===== src/rtl/net_pkg.sv =====
// Shared constants, register codes and types for the nested encloser tokenizer.
package net_pkg;

    // Character and field widths.
    localparam int CHAR_BITS     = 8;
    localparam int FIELD_BITS    = 16;
    localparam int CFG_DATA_BITS = 64;
    localparam int CFG_IDX_BITS  = 2;

    // Slots in the delimiter and encloser sets.
    localparam int DELIM_SLOTS = 8;
    localparam int PAIR_SLOTS  = 4;
    localparam int PAIR_WIDTH  = 2;
    localparam int PAIR_BYTES  = PAIR_SLOTS * PAIR_WIDTH;

    // Widths of the count registers.
    localparam int DCOUNT_BITS = 4;
    localparam int PCOUNT_BITS = 3;

    // The character that ends a string.
    localparam logic [CHAR_BITS-1:0] END_CHAR = 8'h00;

    // Parameter defaults for the top level.
    localparam int NEST_DEPTH_DEF = 16;
    localparam int POS_BITS_DEF   = 16;

    // Configuration register indexes.
    typedef enum logic [CFG_IDX_BITS-1:0] {
        REG_DELIM_CHARS = 2'd0,
        REG_DELIM_COUNT = 2'd1,
        REG_PAIR_CHARS  = 2'd2,
        REG_PAIR_COUNT  = 2'd3
    } cfg_reg_t;

    // What the classifier finds out about one character.
    typedef struct packed {
        logic                 is_end;
        logic                 open_hit;
        logic                 close_hit;
        logic                 delim_hit;
        logic [CHAR_BITS-1:0] closer;
    } net_class_t;

endpackage


===== src/rtl/nested_encloser_tokenizer.sv =====
// Top level of the nested encloser tokenizer: registers, closer stack and token counters.
//
// Usage: characters arrive one per transfer on the s_ channel (s_tdata, a zero byte ends the
// string). Each delimiter seen while no encloser pair is open, and each end marker, yields one
// token record on the m_ channel: start offset, length and index in m_tdata, m_tlast set for
// the token closed by the end marker, and m_tuser carrying the sticky nesting overflow flag.
// The delimiter and encloser sets are loaded through cfg_wr_en/cfg_index/cfg_wdata; the user
// must load them only while the block is idle, which the block itself does not enforce.
// A token record passes through the input register and then the result register before it
// is offered on the m_ channel.
// Throughput: one character per cycle unless the receiver stalls; the classifier compares, the
// closer stack (shift stack, top in a fixed register) and counters settle within that cycle.
// Reset clears the configuration, the stack level, the position and token counters and the
// overflow flag; the stack contents themselves are not cleared.
// When the receiver stalls, the pending record is held; one more character is taken into the
// input register, and s_tready then falls until the record has been transferred.
module nested_encloser_tokenizer #(
    parameter int NEST_DEPTH = net_pkg::NEST_DEPTH_DEF,
    parameter int POS_BITS   = net_pkg::POS_BITS_DEF
) (
    input  logic                                aclk,
    input  logic                                aresetn,
    // Character input.
    input  logic                                s_tvalid,
    output logic                                s_tready,
    input  logic [7:0]                          s_tdata,   // [7:0] ch
    // Token output.
    output logic                                m_tvalid,
    input  logic                                m_tready,
    output logic [47:0]                         m_tdata,   // [15:0] token_start,
                                                           // [31:16] token_length,
                                                           // [47:32] token_number
    output logic                                m_tlast,   // last_token
    output logic [0:0]                          m_tuser,   // [0] nest_overflow
    // Configuration writes.
    input  logic                                cfg_wr_en,
    input  logic [net_pkg::CFG_IDX_BITS-1:0]    cfg_index,
    input  logic [net_pkg::CFG_DATA_BITS-1:0]   cfg_wdata
);

    localparam int LVL_BITS = $clog2(NEST_DEPTH + 1);
    localparam int FB       = net_pkg::FIELD_BITS;

    // Configuration registers.
    logic [net_pkg::CFG_DATA_BITS-1:0] delim_chars_reg;
    logic [net_pkg::DCOUNT_BITS-1:0]   delim_count_reg;
    logic [net_pkg::CFG_DATA_BITS-1:0] pair_chars_reg;
    logic [net_pkg::PCOUNT_BITS-1:0]   pair_count_reg;

    // Input stage.
    logic                         in_valid_reg;
    logic [net_pkg::CHAR_BITS-1:0] ch_reg;

    // Tokenizer state.
    logic [net_pkg::CHAR_BITS-1:0] stack_reg [NEST_DEPTH];
    logic [LVL_BITS-1:0]           level_reg, level_next;
    logic [POS_BITS-1:0]           pos_reg, pos_next;
    logic [POS_BITS-1:0]           start_reg, start_next;
    logic [FB-1:0]                 tok_reg, tok_next;
    logic                          ovf_reg, ovf_next;

    // Result stage.
    logic          out_valid_reg;
    logic [FB-1:0] out_start_reg, out_len_reg, out_num_reg;
    logic          out_last_reg, out_ovf_reg;

    net_pkg::net_class_t cls;
    logic                proc_fire;
    logic                full, top_match, push, pop, delim_emit, emit, ovf_now;
    logic [POS_BITS-1:0] len;
    logic [31:0]         start_wide, len_wide;

    // Configuration writes.
    always_ff @(posedge aclk) begin
        if (!aresetn) begin
            delim_chars_reg <= '0;
            delim_count_reg <= '0;
            pair_chars_reg  <= '0;
            pair_count_reg  <= '0;
        end else if (cfg_wr_en) begin
            unique case (cfg_index)
                net_pkg::REG_DELIM_CHARS: delim_chars_reg <= cfg_wdata;
                net_pkg::REG_DELIM_COUNT:
                    delim_count_reg <= cfg_wdata[net_pkg::DCOUNT_BITS-1:0];
                net_pkg::REG_PAIR_CHARS:  pair_chars_reg <= cfg_wdata;
                net_pkg::REG_PAIR_COUNT:
                    pair_count_reg <= cfg_wdata[net_pkg::PCOUNT_BITS-1:0];
                default: ;
            endcase
        end
    end

    // The held character moves on whenever the result register can take its outcome.
    assign proc_fire = in_valid_reg && (!out_valid_reg || m_tready);
    assign s_tready  = !in_valid_reg || proc_fire;

    // Input register.
    always_ff @(posedge aclk) begin
        if (!aresetn) begin
            in_valid_reg <= 1'b0;
        end else if (s_tready) begin
            in_valid_reg <= s_tvalid;
        end
    end

    always_ff @(posedge aclk) begin
        if (s_tvalid && s_tready) begin
            ch_reg <= s_tdata;
        end
    end

    net_classify u_classify (
        .ch              (ch_reg),
        .delimiter_chars (delim_chars_reg),
        .delimiter_count (delim_count_reg),
        .pair_chars      (pair_chars_reg),
        .pair_count      (pair_count_reg),
        .cls             (cls)
    );

    // Stack action and next state for the held character.
    assign full      = (level_reg == LVL_BITS'(NEST_DEPTH));
    assign top_match = (level_reg != '0) && (stack_reg[0] == ch_reg);
    assign push      = cls.open_hit && !full;
    assign pop       = cls.close_hit && top_match;
    assign ovf_now   = ovf_reg | (cls.open_hit & full);
    assign len       = pos_reg - start_reg;

    always_comb begin
        if (cls.is_end) begin
            level_next = '0;
        end else if (push) begin
            level_next = level_reg + LVL_BITS'(1);
        end else if (pop) begin
            level_next = level_reg - LVL_BITS'(1);
        end else begin
            level_next = level_reg;
        end
    end

    assign delim_emit = cls.delim_hit && (level_next == '0);
    assign emit       = cls.is_end || delim_emit;
    assign ovf_next   = cls.is_end ? 1'b0 : ovf_now;
    assign pos_next   = cls.is_end ? '0 : pos_reg + POS_BITS'(1);
    assign start_next = cls.is_end ? '0 : (delim_emit ? pos_reg + POS_BITS'(1) : start_reg);
    assign tok_next   = cls.is_end ? '0 : (delim_emit ? tok_reg + FB'(1) : tok_reg);

    // Counters and flags.
    always_ff @(posedge aclk) begin
        if (!aresetn) begin
            level_reg <= '0;
            pos_reg   <= '0;
            start_reg <= '0;
            tok_reg   <= '0;
            ovf_reg   <= 1'b0;
        end else if (proc_fire) begin
            level_reg <= level_next;
            pos_reg   <= pos_next;
            start_reg <= start_next;
            tok_reg   <= tok_next;
            ovf_reg   <= ovf_next;
        end
    end

    // Closer stack as a shift stack: the top always sits in entry zero.
    always_ff @(posedge aclk) begin
        if (proc_fire && push) begin
            stack_reg[0] <= cls.closer;
            for (int i = 1; i < NEST_DEPTH; i++) begin
                stack_reg[i] <= stack_reg[i-1];
            end
        end else if (proc_fire && pop) begin
            for (int i = 0; i < NEST_DEPTH - 1; i++) begin
                stack_reg[i] <= stack_reg[i+1];
            end
        end
    end

    // Result register.
    always_ff @(posedge aclk) begin
        if (!aresetn) begin
            out_valid_reg <= 1'b0;
        end else if (proc_fire) begin
            out_valid_reg <= emit;
        end else if (m_tready) begin
            out_valid_reg <= 1'b0;
        end
    end

    assign start_wide = 32'(start_reg);
    assign len_wide   = 32'(len);

    always_ff @(posedge aclk) begin
        if (proc_fire && emit) begin
            out_start_reg <= start_wide[FB-1:0];
            out_len_reg   <= len_wide[FB-1:0];
            out_num_reg   <= tok_reg;
            out_last_reg  <= cls.is_end;
            out_ovf_reg   <= cls.is_end ? ovf_reg : ovf_now;
        end
    end

    assign m_tvalid = out_valid_reg;
    assign m_tdata  = {out_num_reg, out_len_reg, out_start_reg};
    assign m_tlast  = out_last_reg;
    assign m_tuser  = out_ovf_reg;

    // The stack level never goes past the depth of the stack.
    a_level_bound: assert property (@(posedge aclk) disable iff (!aresetn)
        level_reg <= LVL_BITS'(NEST_DEPTH))
        else $error("stack level beyond stack depth");

    // An end marker leaves the block ready for a fresh string.
    a_end_clears: assert property (@(posedge aclk) disable iff (!aresetn)
        proc_fire && cls.is_end |=> level_reg == '0 && pos_reg == '0 && tok_reg == '0
            && !ovf_reg)
        else $error("state not cleared after end of string");

    // Every token that is found is offered on the output.
    a_emit_shown: assert property (@(posedge aclk) disable iff (!aresetn)
        proc_fire && emit |=> m_tvalid)
        else $error("token record lost");

    // The overflow flag only rises on an opener that meets a full stack.
    a_ovf_cause: assert property (@(posedge aclk) disable iff (!aresetn)
        $rose(ovf_reg) |-> $past(proc_fire && cls.open_hit && full))
        else $error("overflow flag set without a dropped opener");

endmodule


===== src/rtl/net_classify.sv =====
// Character classifier: compares one character against the delimiter and encloser sets.
module net_classify (
    input  logic [net_pkg::CHAR_BITS-1:0]     ch,
    input  logic [net_pkg::CFG_DATA_BITS-1:0] delimiter_chars,
    input  logic [net_pkg::DCOUNT_BITS-1:0]   delimiter_count,
    input  logic [net_pkg::CFG_DATA_BITS-1:0] pair_chars,
    input  logic [net_pkg::PCOUNT_BITS-1:0]   pair_count,
    output net_pkg::net_class_t               cls
);

    logic [net_pkg::DCOUNT_BITS-1:0] delims_eff;
    logic [net_pkg::PCOUNT_BITS-1:0] pairs_eff;
    logic                            is_end;
    logic                            delim_hit;

    // Counts above the number of slots count as all slots.
    assign delims_eff = (delimiter_count > net_pkg::DCOUNT_BITS'(net_pkg::DELIM_SLOTS)) ?
                        net_pkg::DCOUNT_BITS'(net_pkg::DELIM_SLOTS) : delimiter_count;
    assign pairs_eff  = (pair_count > net_pkg::PCOUNT_BITS'(net_pkg::PAIR_SLOTS)) ?
                        net_pkg::PCOUNT_BITS'(net_pkg::PAIR_SLOTS) : pair_count;
    assign is_end     = (ch == net_pkg::END_CHAR);

    // The lowest matching encloser byte decides; the end marker never matches.
    always_comb begin
        logic found;
        found         = 1'b0;
        cls.is_end    = is_end;
        cls.open_hit  = 1'b0;
        cls.close_hit = 1'b0;
        cls.delim_hit = delim_hit;
        cls.closer    = '0;
        for (int k = 0; k < net_pkg::PAIR_BYTES; k++) begin
            if (!found && !is_end && (net_pkg::PCOUNT_BITS'(k / net_pkg::PAIR_WIDTH) < pairs_eff)
                    && (pair_chars[8*k +: 8] == ch)) begin
                found = 1'b1;
                if ((k % net_pkg::PAIR_WIDTH) == 0) begin
                    cls.open_hit = 1'b1;
                    cls.closer   = pair_chars[8*(k | 1) +: 8];
                end else begin
                    cls.close_hit = 1'b1;
                end
            end
        end
    end

    // Delimiter match against the valid slots.
    always_comb begin
        delim_hit = 1'b0;
        for (int k = 0; k < net_pkg::DELIM_SLOTS; k++) begin
            if (!is_end && (net_pkg::DCOUNT_BITS'(k) < delims_eff)
                    && (delimiter_chars[8*k +: 8] == ch)) begin
                delim_hit = 1'b1;
            end
        end
    end

endmodule


===== config.mk =====
export PLATFORM = sky130hd
export DESIGN_NAME = nested_encloser_tokenizer
export DESIGN_NICKNAME = d
export VERILOG_FILES = /design/src/rtl/net_pkg.sv /design/src/rtl/nested_encloser_tokenizer.sv /design/src/rtl/net_classify.sv
export SDC_FILE = /design/constraint.sdc
export NUM_CORES = 1
export LEC_CHECK = 0
export BUFFER_PORTS_ARGS = -buffer_cell sky130_fd_sc_hd__buf_2
export CAP_MARGIN = 5
export CORE_ASPECT_RATIO = 0.7
export CORE_UTILIZATION = 50
export CTS_BUF_LIST = sky130_fd_sc_hd__clkbuf_2 sky130_fd_sc_hd__clkbuf_4 sky130_fd_sc_hd__clkbuf_8
export CTS_CLUSTER_SIZE = 25
export DETAILED_ROUTE_END_ITERATION = 8
export GPL_ROUTABILITY_DRIVEN = 1
export PLACE_DENSITY = 0.73
export SKIP_LAST_GASP = 1
export SYNTH_ARGS = -nofsm -noshare
export SYNTH_HDL_FRONTEND = slang
export SYNTH_SLANG_ARGS = --single-unit
export TNS_END_PERCENT = 30

===== constraint.sdc =====
create_clock -name aclk -period 16.9 [get_ports aclk]
set_clock_uncertainty 0.1 [all_clocks]
set_input_delay 0.845 -clock aclk [delete_from_list [all_inputs] [get_ports aclk]]
set_output_delay 0.845 -clock aclk [all_outputs]
set_load 0.02 [all_outputs]

==> results of run 1 <==
[critical path: cells and delay by family (launching register included)]
| kind | cells | cell delay, ns |
|---|---|---|
| DFF | 1 | 0.38 |
| AOI/OAI and AO/OA | 5 | 1.42 |
| and+or+nand+nor | 4 | 1.51 |
| buffers and inverters | 3 | 1.36 |
[logic make-up after synthesis]
group / count (synthesis)
AND/OR/NAND/NOR: 584
flip-flops: 377
AO/OA/AOI/OAI: 255
XOR/XNOR: 164
buffers and inverters: 132
multiplexers: 129
adder cells (fa/ha/maj): 20
[placed cells by master, fill, tap and decap left out, types with 66 or more instances in the layout]
| cell | instances |
|---|---|
| edfxtp_1 | 186 |
| xnor2_1 | 98 |
| mux2_2 | 113 |
| nand2_1 | 352 |
| xor2_1 | 66 |
| buf_2 | 129 |
| clkbuf_8 | 72 |
| dfxtp_1 | 191 |
| a21boi_0 | 147 |
[final timing paths]
kind / start / endpoint / slack [ns] / depth (start not counted)
worst max-delay path: ch_reg[5] / out_num_reg[13] / 11.68 / 12
worst min-delay path: s_tdata[3] / ch_reg[3] / 0.33 / 1
worst max register to register: ch_reg[5] / out_num_reg[13] / 11.68 / 12
worst min register to register: stack_reg[1][50] / stack_reg[1][58] / 0.35 / 0
[power by group through the flow]
| stage | registers, W | clock network (W) | logic, W |
|---|---|---|---|
| floorplan | 0.000991 | 0 | 0.0000786 |
| global placement | 0.000996 | 0 | 0.000104 |
| detailed placement | 0.000996 | 0 | 0.000107 |
| CTS | 0.000976 | 0.000839 | 0.000107 |
| global route | 0.000977 | 0.000881 | 0.000118 |
| finish | 0.000977 | 0.000825 | 0.000108 |
[stage by stage]
| stage | instances | worst slack (ns) | total power (W) |
|---|---|---|---|
| final | 2291 | 11.68 | 0.00191 |
| after global routing | 2291 | 11.38 | 0.00198 |
| after CTS | 2291 | 11.72 | 0.00192 |
| after detailed placement | 2184 | 11.72 | 0.00110 |
| after global placement | 2184 | 11.92 | 0.00110 |
| after floorplan | 1661 | 8.51 | 0.00107 |
[per-layer routing]
metal	GRT usage, %	up-vias	part of all wire (%)
li1	-	6054	-
met1	34.7	6064	47
met2	33.3	432	42
met3	4.82	90	7.9
met4	6.62	4	2.3
met5	0.538	-	0.041
[area by class of cell]
cell class              instances  area (um^2)
fillers                      2898        14900
flip-flops and latches        377         9410
multi-input cells            1152         7790
clock buffers                  98         1190
repair buffers                146          773
well taps                     472          591
inverters                      37          141
clock inverters                 9          104
==> impl_metrics.json, run 1 <==
{
  "hold_ws_ns": 0.334,
  "drtIter0Drc": 1064,
  "post-route-min-period_ns": 5.22,
  "viasPerCell": 5.52,
  "synthesis.nets": 1760,
  "yosys_warnings": 0,
  "grt_pass1_vias": 12052,
  "hold_buffers": 0,
  "placed_area_um2": 18700,
  "grt.total_usage_pct": 23.1,
  "final_core_util_pct": 57.3,
  "rsz0062_at_grt": "false",
  "drc": 0,
  "grt_pass1_wl_um": 66100,
  "finalMaxSlewViolations": 0,
  "htree_levels": 2,
  "cts_tree": "built",
  "crit_fanout": 51,
  "post_cts_resized": 0,
  "slew_headroom_pct": 26.6,
  "start_util_pct": 51.0,
  "largest_register_ffs": 128,
  "antenna_cells": 0,
  "dp_hpwl_um": 27900,
  "synth_xor_area_share_pct": 8.08,
  "p_int_w": 0.00148,
  "syn_avg_cell_area_um2": 10.7,
  "muxShareOfSynthArea_pct": 8.08,
  "ys_seq_elements": 377,
  "pin_count": 131,
  "synth_top_area_share_pct": 31.4,
  "critPathSlowestCell": "inv_2",
  "synth.distinct_cells": 74,
  "synth_flop_cell": "dfxtp_1",
  "ys_async_sr_fraction_pct": 0,
  "clk_latency_ns": 0.62,
  "clkSinkCount": 377,
  "p_leak_nw": 6.74,
  "pwr-share-seq_pct": 51.2,
  "die_h_um": 160,
  "syn-cell-area_um2": 17800,
  "synth_edf_count": 186,
  "seq_area_frac_synth_pct": 52.9,
  "wl_per_cell_um": 18.1,
  "cts_setup_buffers": 0,
  "synth.most_common_cell": "nand2_1",
  "slowest_delay_ns": 0.82,
  "clkPwrFrac_pct": 43.2,
  "grt_max_degree": 95,
  "ys_top_cells_by_count": "352 x nand2_1, 191 x dfxtp_1, 186 x edfxtp_1, 147 x a21boi_0, 113 x mux2_2",
  "power_frac_comb_pct": 5.6,
  "peakVddDrop_mv": 0.0533,
  "timing.fmax_mhz": 191,
  "worstPathCellList": "buf_4, nor4_4, nand2_2, inv_4, nor4_2, a32oi_4, o32a_2, o2111a_1, o221ai_2, nor3_2, a21oi_2, inv_2",
  "final_area_um2": 20000,
  "synth_compound_area_share_pct": 10.9,
  "cts_buffers": 57,
  "wirelength_um": 41400,
  "outcome": "completed",
  "nets": 1870,
  "synth_top_cell_by_area": "edfxtp_1",
  "hold_viol_final": 0,
  "crit_arrival_ns": 5.35,
  "syn2layout_area_growth_pct": 12.5,
  "synthSimpleGateAreaFrac_pct": 15.1,
  "finalCritPeriodShare_pct": 30.9,
  "gp_congestion": 0.906,
  "clk_pin_slew_ns": 0.06,
  "critical_path_class": "reg2reg",
  "final_antenna_net_count": 0,
  "die_x_um": 227,
  "antenna_found_initial": 2,
  "max-cap-violations": 0,
  "worst_slew_pin_slew_ns": 1.10,
  "grt_overflow": 0,
  "setup_viol": 0,
  "startpoint_type": "flop",
  "vias": 12644,
  "clockBufferDepth": 3,
  "synth_area_leaders": "edfxtp_1 31%, dfxtp_1 22%, nand2_1 7.4%, mux2_2 7.2%, a21boi_0 6.2%",
  "powerDensity_nw_per_um2": 95.5,
  "dieArea_um2": 36300,
  "cp-end-kind": "flop",
  "synthCells": 1661,
  "switching_share_pct": 22.5,
  "placementRows": 57,
  "setup_tns_ns": 0,
  "drive_gt1_share_pct": 21.9,
  "synth_fa_ha_area_share_pct": 1.45,
  "hold_path_class": "in2reg",
  "root_buffer": "clkbuf_8",
  "required_ns": 17.03,
  "coreArea_um2": 34900,
  "synth_top_family_by_area": "simple AND/OR/NAND/NOR gates",
  "port_buffers": 130,
  "net-switching-power_w": 0.000430,
  "dr.pass1.iters": 5
}
Power figures use the tool's default switching activity.
==> run 2, diff against run 1 <==
--- a/config.mk
+++ b/config.mk
@@ -5,6 +5,7 @@
 export SDC_FILE = /design/constraint.sdc
 export NUM_CORES = 1
 export LEC_CHECK = 0
+export ABC_AREA = 1
 export BUFFER_PORTS_ARGS = -buffer_cell sky130_fd_sc_hd__buf_2
 export CAP_MARGIN = 5
 export CORE_ASPECT_RATIO = 0.7
==> constraint.sdc (replaced) <==
create_clock -name aclk -period 5.5 [get_ports aclk]
set_clock_uncertainty 0.1 [all_clocks]
set_input_delay 0.275 -clock aclk [delete_from_list [all_inputs] [get_ports aclk]]
set_output_delay 0.275 -clock aclk [all_outputs]
set_load 0.02 [all_outputs]
==> run 2 against run 1 <==
Cell area increased by 3.4%; first-iteration DRC count increased by 20%; largest power group unchanged; register-to-register slack got worse by 11 ns; non-clock buffer count increased by 82; via count increased by 12%; total power increased to 3.2 times the previous value; global-route usage increased by 0.95 points; worst hold slack got worse by 0.27 ns; synthesized cell count increased by 19%; wire length increased by 6.4%; critical path depth increased by 9; critical path type unchanged; highest routed layer is now met4; combinational power increased to 5.0 times the previous value.
==> impl_metrics.json, run 2 <==
{
  "largest_register_ffs": 128,
  "synth_top_family_by_area": "simple AND/OR/NAND/NOR gates",
  "cp-end-kind": "flop",
  "port_buffers": 130,
  "r2r_end": "out_len_reg[2]",
  "clockBufferDepth": 3,
  "post_cts_resized": 0,
  "synth_xor_area_share_pct": 5.88,
  "synth.most_common_cell": "nand2_1",
  "required_ns": 5.68,
  "clk_latency_ns": 0.63,
  "worstPathCellList": "nor2_1, nand2_2, nor2_8, inv_4, nand2_2, inv_2, nand3_2, nor2_4, nor2_2, o21a_2, nand3_2, nand2_4, nand2_4, nand2_1, nand3_1, nand2_1, nand2_2, nor2_2, nand3_2, nand2_2, buf_4",
  "synth_fa_ha_area_share_pct": 1.45,
  "rsz0062_at_grt": "false",
  "pin_count": 131,
  "vias": 14205,
  "coreArea_um2": 34800,
  "reg2reg_setup_slack_ns": 1.12,
  "final_area_um2": 20700,
  "final_common_cell": "nand2_1",
  "outcome": "completed",
  "syn2layout_area_growth_pct": 16.7,
  "seq_area_frac_synth_pct": 53.1,
  "num-fill-cells": 3014,
  "clk_pin_slew_ns": 0.07,
  "ys_top_cells_by_count": "306 x nand2_1, 283 x nor2_1, 221 x o21ai_0, 191 x dfxtp_1, 186 x edfxtp_1",
  "gp_congestion": 0.967,
  "synth_compound_area_share_pct": 11.3,
  "post-route-min-period_ns": 4.38,
  "critPathSlowestCell": "edfxtp_1",
  "drtIter0Drc": 1277,
  "whs_path_depth": 3,
  "drc": 0,
  "hold_ws_ns": 0.0654,
  "placementRows": 57,
  "crit_arrival_ns": 4.56,
  "hold_path_class": "in2reg",
  "muxShareOfSynthArea_pct": 3.62,
  "synth_flop_cell": "dfxtp_1",
  "slew_headroom_pct": 39.2,
  "syn-cell-area_um2": 17700,
  "grt_pass1_vias": 13317,
  "grt_overflow": 0,
  "start_util_pct": 50.9,
  "dp_slack_ns": 1.16,
  "finalCritPeriodShare_pct": 79.6,
  "ys_async_sr_fraction_pct": 0,
  "crit_fanout": 29,
  "root_buffer": "clkbuf_8",
  "critical_path_class": "reg2reg",
  "dp_hpwl_um": 29600,
  "hold_start": "cfg_wr_en",
  "worstReg2RegStart": "ch_reg[4]",
  "startpoint_type": "flop",
  "syn_avg_cell_area_um2": 8.99,
  "dieArea_um2": 36200,
  "wl_per_cell_um": 16.4,
  "die_x_um": 227,
  "path_common_cell": "nand2_2",
  "cts_buffers": 56,
  "synth.distinct_cells": 49,
  "synthCells": 1971,
  "rr_worst_depth": 21,
  "cts_tree": "built",
  "hold_viol_final": 0,
  "p_leak_nw": 8.35,
  "holdPathEnd": "pair_count_reg[1]",
  "viasPerCell": 5.30,
  "max-cap-violations": 0,
  "placed_area_um2": 18700,
  "final_cell_mix": "305 x nand2_1, 282 x nor2_1, 221 x o21ai_0, 191 x dfxtp_1, 186 x edfxtp_1",
  "antenna_cells": 0,
  "grt_max_degree": 104,
  "wirelength_um": 44000,
  "synth_area_leaders": "edfxtp_1 32%, dfxtp_1 22%, nand2_1 6.5%, o21ai_0 6.2%, nor2_1 6.0%",
  "setup_viol": 0,
  "setup_tns_ns": 0,
  "antenna_found_initial": 0,
  "drive_gt1_share_pct": 18.0,
  "peakVddDrop_mv": 0.174,
  "ys_seq_elements": 377,
  "setup_ws_ns": 1.12,
  "synth_top_area_share_pct": 31.5,
  "final_core_util_pct": 59.4,
  "finalMaxSlewViolations": 0,
  "powerDensity_nw_per_um2": 294,
  "grt_pass1_wl_um": 69300,
  "synth_top_cell_by_area": "edfxtp_1",
  "yosys_warnings": 0,
  "dr.pass1.iters": 6,
  "crit_family": "simple AND/OR/NAND/NOR gates",
  "final_antenna_net_count": 0,
  "nets": 2259,
  "grt.total_usage_pct": 24.0,
  "path_buf_inv": 3,
  "slowest_delay_ns": 0.67,
  "clkSinkCount": 377,
  "worst_slew_pin_slew_ns": 0.911,
  "timing.fmax_mhz": 228,
  "htree_levels": 2,
  "die_h_um": 160,
  "synthesis.nets": 2070,
  "synthSimpleGateAreaFrac_pct": 18.3,
  "synth_edf_count": 186
}
run 2: metal layers:
metal	global-route usage, %	vias to the layer above	routed length, um
met4	6.53	0	880
met5	0	-	0
met3	6.33	75	4160
li1	-	6928	-
met2	35.0	582	18600
met1	35.1	6620	20400
run 2: worst register-to-register path, stage by stage (launching register included):
cell,delay [ns]
edfxtp_1,0.67
nor2_1,0.23
nand2_2,0.11
nor2_8,0.38
inv_4,0.18
nand2_2,0.14
inv_2,0.05
nand3_2,0.08
nor2_4,0.06
nor2_2,0.07
o21a_2,0.19
nand3_2,0.10
nand2_4,0.15
nand2_4,0.07
nand2_1,0.08
nand3_1,0.06
nand2_1,0.10
nand2_2,0.07
nor2_2,0.12
nand3_2,0.16
nand2_2,0.43
buf_4,0.42
run 2: cell families after synthesis:
| logic type | Yosys count |
|---|---|
| AOI/OAI and AO/OA | 375 |
| xor gates and xnor gates | 119 |
| adders and majority gates | 20 |
| buffers and inverters | 272 |
| DFF | 377 |
| muxes | 57 |
| and+or+nand+nor | 751 |
run 2: what timing repair did:
item | in CTS | in global routing
hold endpoints to repair | 145 | 0
buffers inserted | 0 | 0
hold buffers | 75 | 0
run 2: layout make-up:
type	count	area [um^2]	share of cell area, %
Clock inverter	24	226	1.09
Tap cell	472	591	2.86
Sequential cell	377	9410	45.5
Timing Repair Buffer	228	1590	7.68
Multi-Input combinational cell	1322	7210	34.9
Clock buffer	82	997	4.82
Inverter	175	659	3.19
run 2: metrics by stage:
stage	std cells	total power (W)
global route	2680	0.00629
floorplan	1971	0.00345
global placement	2499	0.00360
finish	2680	0.00608
detailed placement	2499	0.00361
CTS	2680	0.00610
run 2: worst max-delay path by stage:
stage / startpoint / endpoint / slack, ns / cells past startpoint
5_1_grt: ch_reg[4] / start_reg[12] / 0.75 / 24
2_1_floorplan: ch_reg[4] / stack_reg[0][0] / 1.16 / 16
3_3_place_gp: ch_reg[4] / out_len_reg[3] / 1.28 / 21
4_1_cts: ch_reg[4] / out_len_reg[2] / 1.14 / 21
3_5_place_dp: ch_reg[4] / out_len_reg[3] / 1.16 / 21
6_report: ch_reg[4] / out_len_reg[2] / 1.12 / 21
run 2: report_power, final:
part           internal [W]  total (W)  switching, W  leakage, nW
Clock               0.00136    0.00247       0.00111        0.641
Sequential          0.00300    0.00307     0.0000720         3.20
Combinational      0.000219   0.000539      0.000320         4.51
Total               0.00458    0.00608       0.00150         8.35
